===== src/design/gaussian_blur_replicate_border_assert.svh =====
// assertion macros for the blur block
`ifndef GAUSSIAN_BLUR_REPLICATE_BORDER_ASSERT_SVH
`define GAUSSIAN_BLUR_REPLICATE_BORDER_ASSERT_SVH
// implication checked every cycle out of reset
`define GBR_ASSERT_IMP(label, ante, cons) \
  label: assert property (@(posedge clk) disable iff (rst) (ante) |-> (cons)) \
    else $error("assertion failed");
// next-cycle implication
`define GBR_ASSERT_NEXT(label, ante, cons) \
  label: assert property (@(posedge clk) disable iff (rst) (ante) |=> (cons)) \
    else $error("assertion failed");
`endif


===== src/design/gbr_div.sv =====
// ----------------------------------------------------------------------------
// gbr_div
// divider by a constant, radix-4 compare and subtract, two quotient bits per
// cycle; the numerator must be below 2**Q_W * DEN
// ----------------------------------------------------------------------------
module gbr_div #(
  parameter int NUM_W = 40,
  parameter int DEN_W = 32,
  parameter int Q_W = 8,
  parameter logic [DEN_W-1:0] DEN = DEN_W'(1)
) (
  input  logic             clk,
  input  logic             rst,
  input  logic             start,
  input  logic [NUM_W-1:0] num,
  output logic             done,
  output logic [Q_W-1:0]   quo
);
  localparam int STEPS = Q_W / 2;
  localparam int CNT_W = $clog2(STEPS + 1);
  localparam int R_W = DEN_W + 2;
  localparam logic [R_W-1:0] D1 = R_W'(DEN);
  localparam logic [R_W-1:0] D2 = R_W'({DEN, 1'b0});
  localparam logic [R_W-1:0] D3 = D1 + D2;
  logic [DEN_W-1:0] rem;
  logic [Q_W-1:0]   low;
  logic [Q_W-1:0]   q;
  logic [CNT_W-1:0] cnt;
  logic             busy;
  logic [R_W-1:0]   trial;

  // upper part of the numerator is already below DEN
  assign trial = {rem, low[Q_W-1:Q_W-2]};

  always_ff @(posedge clk) begin
    if (rst) begin
      busy <= 1'b0;
      done <= 1'b0;
    end else begin
      done <= busy && (cnt == CNT_W'(1)) && !start;
      if (start) begin
        busy <= 1'b1;
        rem <= DEN_W'(num[NUM_W-1:Q_W]);
        low <= num[Q_W-1:0];
        q <= '0;
        cnt <= CNT_W'(STEPS);
      end else if (busy) begin
        low <= {low[Q_W-3:0], 2'b00};
        if (trial >= D3) begin
          rem <= DEN_W'(trial - D3);
          q <= {q[Q_W-3:0], 2'd3};
        end else if (trial >= D2) begin
          rem <= DEN_W'(trial - D2);
          q <= {q[Q_W-3:0], 2'd2};
        end else if (trial >= D1) begin
          rem <= DEN_W'(trial - D1);
          q <= {q[Q_W-3:0], 2'd1};
        end else begin
          rem <= DEN_W'(trial);
          q <= {q[Q_W-3:0], 2'd0};
        end
        cnt <= cnt - 1'b1;
        if (cnt == CNT_W'(1)) busy <= 1'b0;
      end
    end
  end
  assign quo = q;
endmodule


===== config.mk =====
export PLATFORM = sky130hd
export DESIGN_NAME = gbr_div
export DESIGN_NICKNAME = d
export VERILOG_FILES = /design/src/design/gaussian_blur_replicate_border_assert.svh /design/src/design/gbr_div.sv
export SDC_FILE = /design/constraint.sdc
export NUM_CORES = 1
export LEC_CHECK = 0
export ABC_AREA = 1
export BUFFER_PORTS_ARGS = -buffer_cell sky130_fd_sc_hd__buf_2
export CORE_MARGIN = 5
export CORE_UTILIZATION = 29
export CTS_CLUSTER_DIAMETER = 150
export CTS_CLUSTER_SIZE = 14
export DETAILED_ROUTE_END_ITERATION = 8
export MAX_ROUTING_LAYER = met4
export PLACE_DENSITY = 0.51
export RECOVER_POWER = 100
export SLEW_MARGIN = 20
export SYNTH_ARGS = -nofsm -noshare
export SYNTH_HDL_FRONTEND = slang
export SYNTH_SLANG_ARGS = --single-unit

===== constraint.sdc =====
create_clock -name clk -period 9.6 [get_ports clk]
set_input_delay 2.88 -clock clk [delete_from_list [all_inputs] [get_ports clk]]
set_output_delay 2.88 -clock clk [all_outputs]
set_load 0.005 [all_outputs]

==> run_results.csv, run 1 <==
group,metric,value,unit
outcome,status,"finished with violations",
outcome,failed_checks,"capacitance limit, slew limit",
timing,period_share,59.4,%
critical_path,startpoint_type,"primary input",
global_route,track_usage,12.1,%
floorplanning,fp.dieW,126,µm
global_route,grt-ovfl-total,0,
critical_path,criticalPathCategory,"primary input to flip-flop",
cts,numCtsBuffers,5,
final_layout,diodes,0,
timing,fmax,0.175,GHz
critical_path,cp_slowest_cell,"clkbuf_1",
yosys,synth_nets,560,
drt,ant_nets,0,
timing,holdWs,449,ps
cts,worst_skew_pair.late_latency,300,ps
placed_design,dpl.hpwl,6.84,mm
drt,drt_pass1_iterations,6,
placed_design,portBuffers,51,
yosys,ys_types,34,
timing,fin_skew,7.59,ps
yosys,synthTopCellsByArea,"edfxtp_1, nand2_1, nor2_1, nand2_2, inv_1",
critical_path,crit_arrival,5640,ps
cts,cts.reportedPaths.clkPinSlew,70,ps
drt,drt_iter0_drc,99,
timing,fin_crit,5700,ps
cts,htreeDepth,2,
cts,cts_hold_buffers,0,
timing,worstMarginPinSlew,2050,ps
timing,finalHoldViolCount,0,
final_layout,drive_above_1_share,20.5,%
cts,cts_tree,"built",
timing,slew_headroom,-36.5,%
floorplanning,core-area,13200,µm²
placed_design,dpl.cell_count,723,
floorplanning,start_util,29.5,%
placed_design,place_ws,4570,ps
timing,rsz0062_at_grt,"false",
cts,ctsResizeCount,0,
floorplanning,dieArea,15800,µm²
timing,drv_slew,94,
critical_path,cpPeakStageDelay,1440,ps
floorplanning,row_count,42,
yosys,ys_seq_area_share,40.4,%
timing,finalSetupViolCount,0,
yosys,syn_area_per_cell,7.64,µm²
drt,drt-total-wl,9.07,mm
power,power_density,133,nW/µm²
global_route,grt_pass1_wl,15.4,mm
final_layout,final_common_cell,"nand2_1",
yosys,synth_area,3890,µm²
timing,setup_ws,3900,ps
final_layout,nets,605,
critical_path,worst_ep_required_time,9540,ps
timing,tns,0,ps
drt,via_per_inst,4.32,
critical_path,end_kind,"flip-flop",
cts,clkSinkCount,53,
critical_path,path_max_fanout,52,
yosys,ys_ff_latch,53,
min_path,min_path_type,"flip-flop to flip-flop",
final_layout,instances_no_fill,731,
drt,route.detailed.drc,0,
final_layout,synthToLayoutAreaGrowth,13.8,%
job,cap_violations,2,
final_layout,layout_common_cells,"nand2_1, nor2_1, edfxtp_1, buf_2, inv_1",
yosys,yosysTopAreaCellShare,39.4,%
power,ir_drop,69.5,µV
cts,cts_root_buf,"clkbuf_16",
drt,vias,3155,
floorplanning,io_pins,52,
yosys,yosys.area.top_type,"edfxtp_1",
global_route,antenna_found_initial,0,
drt,wire_per_inst,12.4,µm
yosys,synthCells,509,
global_route,grt_pass1_vias,3201,
global_route,grt_max_degree,53,
critical_path,cp_cell_sequence,"clkbuf_1, inv_1, a21oi_1, buf_4",
power,power_leakage,2.12,nW
cts,postCtsSetupRepairBufs,0,
placed_design,gp_congestion,0.958,
cts,cts_max_path_buffers,2,
yosys,yosysWarningCount,0,
floorplanning,die_h,126,µm
-- through the flow --
step | util (%) | power [mW] | cell area (µm²)
after floorplan | - | 0.353 | 3890
final | 33.5 | 0.586 | 4420
after CTS | 33.7 | 0.594 | 4440
after detailed placement | 32.3 | 0.378 | 4270
after global routing | 33.5 | 0.618 | 4420
after global placement | 32.3 | 0.377 | 4270
-- synth_stat cells (all sizes together) --
cell type	instances
o2111ai	1
o21ai	8
a31oi	2
and2	1
nand3	19
buf	5
clkbuf	8
nor2	78
dfxtp	2
a21oi	4
nor4	1
nand4	3
nand2	231
dlygate4sd1	2
nor3	8
inv	44
edfxtp	51
xnor2	15
xor2	17
o21a	1
ha	8
-- worst paths after layout --
| kind | end | depth (start not counted) | slack, ps | startpoint |
|---|---|---|---|---|
| max | rem[30]$_DFFE_PP_ | 4 | 3900 | start |
| min | done$_SDFF_PP0_ | 2 | 450 | busy$_SDFF_PP0_ |
| max reg2reg | rem[4]$_DFFE_PP_ | 11 | 7090 | rem[16]$_DFFE_PP_ |
| min reg2reg | done$_SDFF_PP0_ | 2 | 450 | busy$_SDFF_PP0_ |
-- flip-flops by register name, summed over array words and instances (netlist names) --
signal	count
cnt	3
quo	8
rem	32
busy	1
done	1
low	8
-- metal layers --
layer	global-route usage (%)	wire [µm]
met5	-	0
met4	3.22	110
met3	1.61	252
met2	20.4	4350
met1	15.5	4360
-- critical path: cells and delay by family --
| family | cells | cell delay [ps] |
|---|---|---|
| compound gates | 1 | 520 |
| buf+inv | 3 | 2200 |
-- cells by family after synthesis --
kind of cell             after synthesis  synth area share (%)
AO/OA/AOI/OAI                         16                  2.29
AND/OR/NAND/NOR                      341                  40.1
XOR/XNOR                              32                  7.21
buffers and inverters                 59                  7.44
flip-flops                            53                  40.4
adder cells (fa/ha/maj)                8                  2.58
-- power by group --
group / total [mW] / internal (mW) / switching, mW
Clock: 0.215 / 0.125 / 0.0892
Sequential: 0.287 / 0.273 / 0.0137
Combinational: 0.0844 / 0.0333 / 0.0511
Total: 0.586 / 0.432 / 0.154
-- layout make-up --
| class | count | area [µm²] |
|---|---|---|
| clock inverter | 3 | 50.0 |
| clock buffer | 5 | 125 |
| fill | 1425 | 8770 |
| tap | 176 | 220 |
| sequential | 53 | 1570 |
| inverter | 44 | 168 |
| timing repair buffer | 53 | 262 |
| multi-input combinational | 397 | 2030 |
No activity file was read; power rests on OpenSTA's default activity.
==> inputs of run 2 (changes only) <==
--- a/config.mk
+++ b/config.mk
@@ -13,7 +13,7 @@
 export CTS_CLUSTER_SIZE = 14
 export DETAILED_ROUTE_END_ITERATION = 8
 export MAX_ROUTING_LAYER = met4
-export PLACE_DENSITY = 0.51
+export PLACE_DENSITY = 0.52
 export RECOVER_POWER = 100
 export SLEW_MARGIN = 20
 export SYNTH_ARGS = -nofsm -noshare
==> constraint.sdc (replaced) <==
create_clock -name clk -period 5 [get_ports clk]
set_input_delay 1.5 -clock clk [delete_from_list [all_inputs] [get_ports clk]]
set_output_delay 1.5 -clock clk [all_outputs]
set_load 0.005 [all_outputs]
==> run 2 against run 1 <==
  * Clock skew decreased by 3.8 ps
  * Worst setup slack worse by 2700 ps
  * Wire length down 0.62%
  * Final cell count up 0.14%
  * Highest routed layer unchanged
  * Largest power group unchanged
  * Sequential cell count is the same
  * The flow still finishes with violations (capacitance limit, slew limit)
  * Power grew 89%
  * Non-clock buffer count up 1
==> run_results.csv, run 2 (synthesized netlist as in run 1, its figures left out) <==
group,metric,value,unit
floorplanning,dieArea,15800,µm²
placed_design,dpl.cell_count,724,
min_path,min_path_type,"flip-flop to flip-flop",
global_route,grt-ovfl-total,0,
critical_path,crit_arrival,3820,ps
outcome,status,"finished with violations",
timing,worstMarginPinSlew,1760,ps
global_route,track_usage,12.0,%
final_layout,diodes,0,
final_layout,drive_above_1_share,20.9,%
critical_path,cpPeakStageDelay,1260,ps
floorplanning,io_pins,52,
cts,cts_root_buf,"clkbuf_16",
timing,finalSetupViolCount,0,
cts,ctsResizeCount,0,
timing,setup_ws,1230,ps
power,ir_drop,125,µV
critical_path,worst_ep_required_time,5050,ps
final_layout,final_common_cell,"nand2_1",
final_layout,instances_no_fill,732,
timing,rsz0062_at_grt,"false",
timing,finalHoldViolCount,0,
floorplanning,start_util,29.5,%
final_layout,layout_common_cells,"nand2_1, nor2_1, edfxtp_1, buf_2, inv_1",
drt,ant_nets,0,
global_route,grt_max_degree,53,
power,p_total,1.11,mW
cts,cts_tree,"built",
final_layout,synthToLayoutAreaGrowth,14.0,%
drt,wire_per_inst,12.3,µm
timing,holdWs,515,ps
floorplanning,row_count,42,
timing,drv_slew,42,
cts,clkSinkCount,53,
floorplanning,core-area,13200,µm²
job,cap_violations,1,
drt,route.detailed.drc,0,
placed_design,portBuffers,51,
drt,drt_pass1_iterations,4,
timing,fin_crit,3770,ps
critical_path,startpoint_type,"primary input",
placed_design,gp_congestion,0.899,
critical_path,cp_slowest_cell,"clkbuf_1",
cts,cts.reportedPaths.clkPinSlew,70,ps
global_route,antenna_found_initial,0,
cts,postCtsSetupRepairBufs,0,
critical_path,end_kind,"flip-flop",
power,power_density,249,nW/µm²
global_route,grt_pass1_wl,15.3,mm
placed_design,place_ws,1450,ps
floorplanning,fp.dieW,126,µm
cts,htreeDepth,2,
cts,worst_skew_pair.late_latency,290,ps
outcome,failed_checks,"capacitance limit, slew limit",
timing,fin_skew,3.79,ps
final_layout,nets,606,
critical_path,criticalPathCategory,"primary input to flip-flop",
global_route,grt_pass1_vias,3224,
cts,cts_max_path_buffers,2,
final_layout,largest_register_ffs,32,
final_layout,regMostFlops,"rem",
timing,fmax,0.265,GHz
drt,drt_iter0_drc,117,
critical_path,cp_cell_sequence,"buf_2, buf_4, inv_1, clkbuf_1, o21ai_0, a31oi_1, a21oi_1",
floorplanning,die_h,126,µm
cts,cts_hold_buffers,0,
critical_path,path_max_fanout,52,
drt,drt-total-wl,9.02,mm
timing,tns,0,ps
final_layout,nFillCells,1425,
drt,vias,3166,
timing,slew_headroom,-17.2,%
cts,numCtsBuffers,5,
timing,period_share,75.5,%
power,power_leakage,2.12,nW
placed_design,dpl.hpwl,6.87,mm
drt,via_per_inst,4.33,
[run 2: changes by cell type in the layout (fill, tap and decap cells not counted)]
cell	before	now
clkinv_1	0	1
clkinvlp_4	0	1
clkbuf_1	5	3
buf_4	1	2
buf_2	47	49
nand2_1	198	199
nand2_2	29	28
a21oi_4	0	1
a21oi_1	4	3
clkinv_4	1	0
inv_8	1	0
[run 2: worst max-delay path: cells and delay by family]
family	cells	cell delay [ps]
buffers and inverters	4	1740
AOI/OAI and AO/OA	3	560
[run 2: area by class of cell]
| type | instances | area (µm²) | area share (%) |
|---|---|---|---|
| multi-input cells | 397 | 2030 | 45.9 |
| flip-flops and latches | 53 | 1570 | 35.5 |
| repair buffers | 54 | 272 | 6.13 |
| well taps | 176 | 220 | 4.97 |
| inverters | 44 | 168 | 3.78 |
| clock buffers | 5 | 125 | 2.82 |
| clock inverters | 3 | 41.3 | 0.932 |
[run 2: per-stage QoR]
step	instance area, µm²	utilization [%]
finish	4430	33.6
global route	4430	33.6
CTS	4440	33.7
detailed placement	4270	32.4
global placement	4270	32.4
floorplan	3890	-
[run 2: final timing paths]
check,slack (ps),to,depth (start not counted),startpoint
min reg2reg,520,low[3]$_DFFE_PP_,2,low[1]$_SDFFCE_PN0P_
min,520,low[3]$_DFFE_PP_,2,low[1]$_SDFFCE_PN0P_
max reg2reg,2090,rem[4]$_DFFE_PP_,11,rem[1]$_DFFE_PP_
max,1230,rem[2]$_DFFE_PP_,7,start
[run 2: power by group]
part           switching (mW)  internal (mW)
sequential             0.0265          0.525
combinational          0.0984         0.0642
clock                   0.157          0.235
total                   0.282          0.824
[run 2: layer usage]
layer | share of wire, % | vias up | routed length, µm | track usage [%]
met4 | 1.9 | 0 | 170 | 3.72
met2 | 48 | 46 | 4330 | 20.0
met5 | 0 | - | 0 | -
met3 | 2.1 | 13 | 187 | 1.74
met1 | 48 | 1421 | 4320 | 15.2
li1 | - | 1686 | - | -
==> inputs of run 3 (changes only) <==
--- a/config.mk
+++ b/config.mk
@@ -5,7 +5,7 @@
 export SDC_FILE = /design/constraint.sdc
 export NUM_CORES = 1
 export LEC_CHECK = 0
-export ABC_AREA = 1
+export ABC_AREA = 0
 export BUFFER_PORTS_ARGS = -buffer_cell sky130_fd_sc_hd__buf_2
 export CORE_MARGIN = 5
 export CORE_UTILIZATION = 29
@@ -13,7 +13,7 @@
 export CTS_CLUSTER_SIZE = 14
 export DETAILED_ROUTE_END_ITERATION = 8
 export MAX_ROUTING_LAYER = met4
-export PLACE_DENSITY = 0.52
+export PLACE_DENSITY = 0.53
 export RECOVER_POWER = 100
 export SLEW_MARGIN = 20
 export SYNTH_ARGS = -nofsm -noshare
==> constraint.sdc (replaced) <==
create_clock -name clk -period 3.2 [get_ports clk]
set_input_delay 0.96 -clock clk [delete_from_list [all_inputs] [get_ports clk]]
set_output_delay 0.96 -clock clk [all_outputs]
set_load 0.005 [all_outputs]
==> run 3 against run 2 <==
  * The run now ends clean
  * Highest routed layer unchanged
  * Wire length is 21% lower
  * Critical path type is now flip-flop to flip-flop
  * Synthesized cell count is 43% lower
  * Final cell count fell by 35%
==> run_results.csv, run 3 <==
group,metric,value,unit
drt,ant_nets,0,
power,seqPwrFrac,59.3,%
drt,drt-total-wl,7.14,mm
floorplanning,io_pins,52,
final_layout,nets,393,
final_layout,synthToLayoutAreaGrowth,15.7,%
critical_path,reg2reg_depth,7,
cts,htreeDepth,2,
global_route,grt_pass1_vias,2459,
cts,worst_skew_pair.late_latency,310,ps
critical_path,criticalPathCategory,"flip-flop to flip-flop",
timing,period_share,92.0,%
timing,worstMarginPinSlew,722,ps
yosys,synth_nets,340,
cts,cts.reportedPaths.clkPinSlew,110,ps
yosys,ys_async_sr_fraction,0,%
floorplanning,fp.dieW,114,µm
critical_path,end_kind,"flip-flop",
power,combPwrFrac,12.6,%
yosys,yosysMostFrequentCell,"edfxtp_1",
global_route,track_usage,11.9,%
power,power_frac_clock,28.1,%
timing,fmax,0.340,GHz
yosys,syn_area_per_cell,10.8,µm²
job,cap_violations,0,
yosys,yosys.area.top_type,"edfxtp_1",
final_layout,drive_above_1_share,25.1,%
final_layout,final_common_cell,"edfxtp_1",
yosys,ys_ff_latch,53,
drt,drt_pass1_iterations,4,
yosys,synthTopCellsByArea,"edfxtp_1, xnor2_1, mux2_2, nand2_1, ha_1",
final_layout,layout_common_cells,"edfxtp_1, buf_2, nand2_1, o21ai_0, nor2_1",
yosys,yosysWarningCount,0,
placed_design,gp_congestion,0.813,
global_route,grt-ovfl-total,0,
timing,drv_slew,0,
cts,clkSinkCount,53,
floorplanning,start_util,30.0,%
drt,route.detailed.drc,0,
cts,cts_tree,"built",
yosys,ys_types,47,
critical_path,worst_ep_required_time,3260,ps
timing,slew_headroom,51.9,%
cts,ctsResizeCount,0,
power,p_switching,0.388,mW
placed_design,dpl.cell_count,471,
timing,finalSetupViolCount,0,
global_route,antenna_found_initial,0,
final_layout,nFillCells,1079,
timing,tns,0,ps
yosys,ys.flop_type,"edfxtp_1",
drt,via_per_inst,4.90,
final_layout,regMostFlops,"rem",
power,power_density,403,nW/µm²
timing,rsz0062_at_grt,"false",
drt,wire_per_inst,14.9,µm
outcome,status,"complete, no violations",
floorplanning,row_count,37,
yosys,ys_seq_area_share,50.5,%
placed_design,portBuffers,51,
cts,cts_max_path_buffers,2,
critical_path,path_depth,7,
critical_path,crit_buf_inv,0,
power,switching_share,26.7,%
cts,cts_hold_buffers,0,
critical_path,cp_cell_sequence,"or4_1, nor2_4, nand3_2, or3_4, a2111oi_2, xnor2_1, o21ai_1",
cts,postCtsSetupRepairBufs,0,
floorplanning,die_h,114,µm
critical_path,critPathTopFamily,"simple AND/OR/NAND/NOR gates",
cts,numCtsBuffers,5,
drt,vias,2348,
power,ir_drop,199,µV
critical_path,cpPeakStageDelay,660,ps
critical_path,startpoint_type,"flip-flop",
final_layout,diodes,0,
final_layout,instances_no_fill,479,
timing,fin_crit,2950,ps
placed_design,dpl.hpwl,5.25,mm
yosys,netlist_top_cells_count,"edfxtp_1, nand2_1, nor2_1, o21ai_0, xnor2_1",
global_route,grt_pass1_wl,12.1,mm
min_path,hold_path_depth,1,
global_route,grt_max_degree,35,
drt,drt_iter0_drc,114,
final_layout,largest_register_ffs,32,
yosys,yosysTopAreaCellShare,49.3,%
min_path,min_path_type,"flip-flop to flip-flop",
timing,finalHoldViolCount,0,
yosys,synth_edf_count,51,
yosys,synth_area,3110,µm²
timing,fin_skew,8.92,ps
power,intPower,1.06,mW
floorplanning,core-area,10400,µm²
critical_path,path_max_fanout,12,
yosys,synthCells,289,
critical_path,cp_slowest_cell,"or4_1",
floorplanning,dieArea,12900,µm²
critical_path,crit_arrival,3000,ps
cts,cts_root_buf,"clkbuf_8",
power,power_leakage,1.26,nW
-- run 3: changes by cell type after synthesis, moves of 8 or more --
cell,before,now
o21ai_1,1,10
nand3_1,18,7
inv_1,42,7
o21ai_0,7,19
nand2_1,198,29
nand2_2,29,0
xor2_1,17,9
nor2_1,58,22
nor2_2,11,1
mux2_2,0,12
-- run 3: final cells by class --
cell class | instances | area [µm²] | area share, %
flip-flops and latches | 53 | 1570 | 43.7
multi-input cells | 217 | 1450 | 40.3
repair buffers | 57 | 282 | 7.83
well taps | 136 | 170 | 4.73
clock buffers | 5 | 68.8 | 1.91
inverters | 8 | 30.0 | 0.835
clock inverters | 3 | 25.0 | 0.696
-- run 3: cell families after synthesis --
kind of cell	after synthesis	synth area share [%]
adder cells (fa/ha/maj)	8	3.22
buffers and inverters	19	2.78
multiplexers	12	4.35
flip-flops	53	50.5
XOR/XNOR	28	7.89
AO/OA/AOI/OAI	54	11.2
AND/OR/NAND/NOR	115	20.0
-- run 3: power by group through the flow --
stage / Clock [mW] / Combinational, mW / Sequential [mW]
floorplan: 0 / 0.121 / 0.865
CTS: 0.423 / 0.191 / 0.859
finish: 0.408 / 0.182 / 0.859
detailed placement: 0 / 0.190 / 0.875
global route: 0.457 / 0.209 / 0.866
global placement: 0 / 0.188 / 0.874
-- run 3: worst paths after layout --
path / from / endpoint / slack, ps
worst max-delay path: rem[0]$_DFFE_PP_ / rem[31]$_DFFE_PP_ / 250
worst max register to register: rem[0]$_DFFE_PP_ / rem[31]$_DFFE_PP_ / 250
worst min register to register: busy$_SDFF_PP0_ / done$_SDFF_PP0_ / 540
worst min-delay path: busy$_SDFF_PP0_ / done$_SDFF_PP0_ / 540
-- run 3: metrics by stage --
stage	power, mW	hold WS, ps	worst slack (ps)	util, %	instance area, µm²
5_1_grt	1.53	555	113	34.7	3600
3_5_place_dp	1.06	525	341	34.0	3530
3_3_place_gp	1.06	526	382	34.0	3530
2_1_floorplan	0.986	507	329	-	3120
6_report	1.45	544	255	34.7	3600
4_1_cts	1.47	546	337	35.0	3620
-- run 3: routing by layer --
metal  vias up  wire length [µm]  track usage (%)  part of all wire [%]
li1       1166                 -                -                     -
met1      1119              3380             15.8                    47
met2        57              3390             18.9                    48
met3         6               288             1.96                   4.0
met4         0                75             2.88                   1.1
met5         -                 0                -                     0
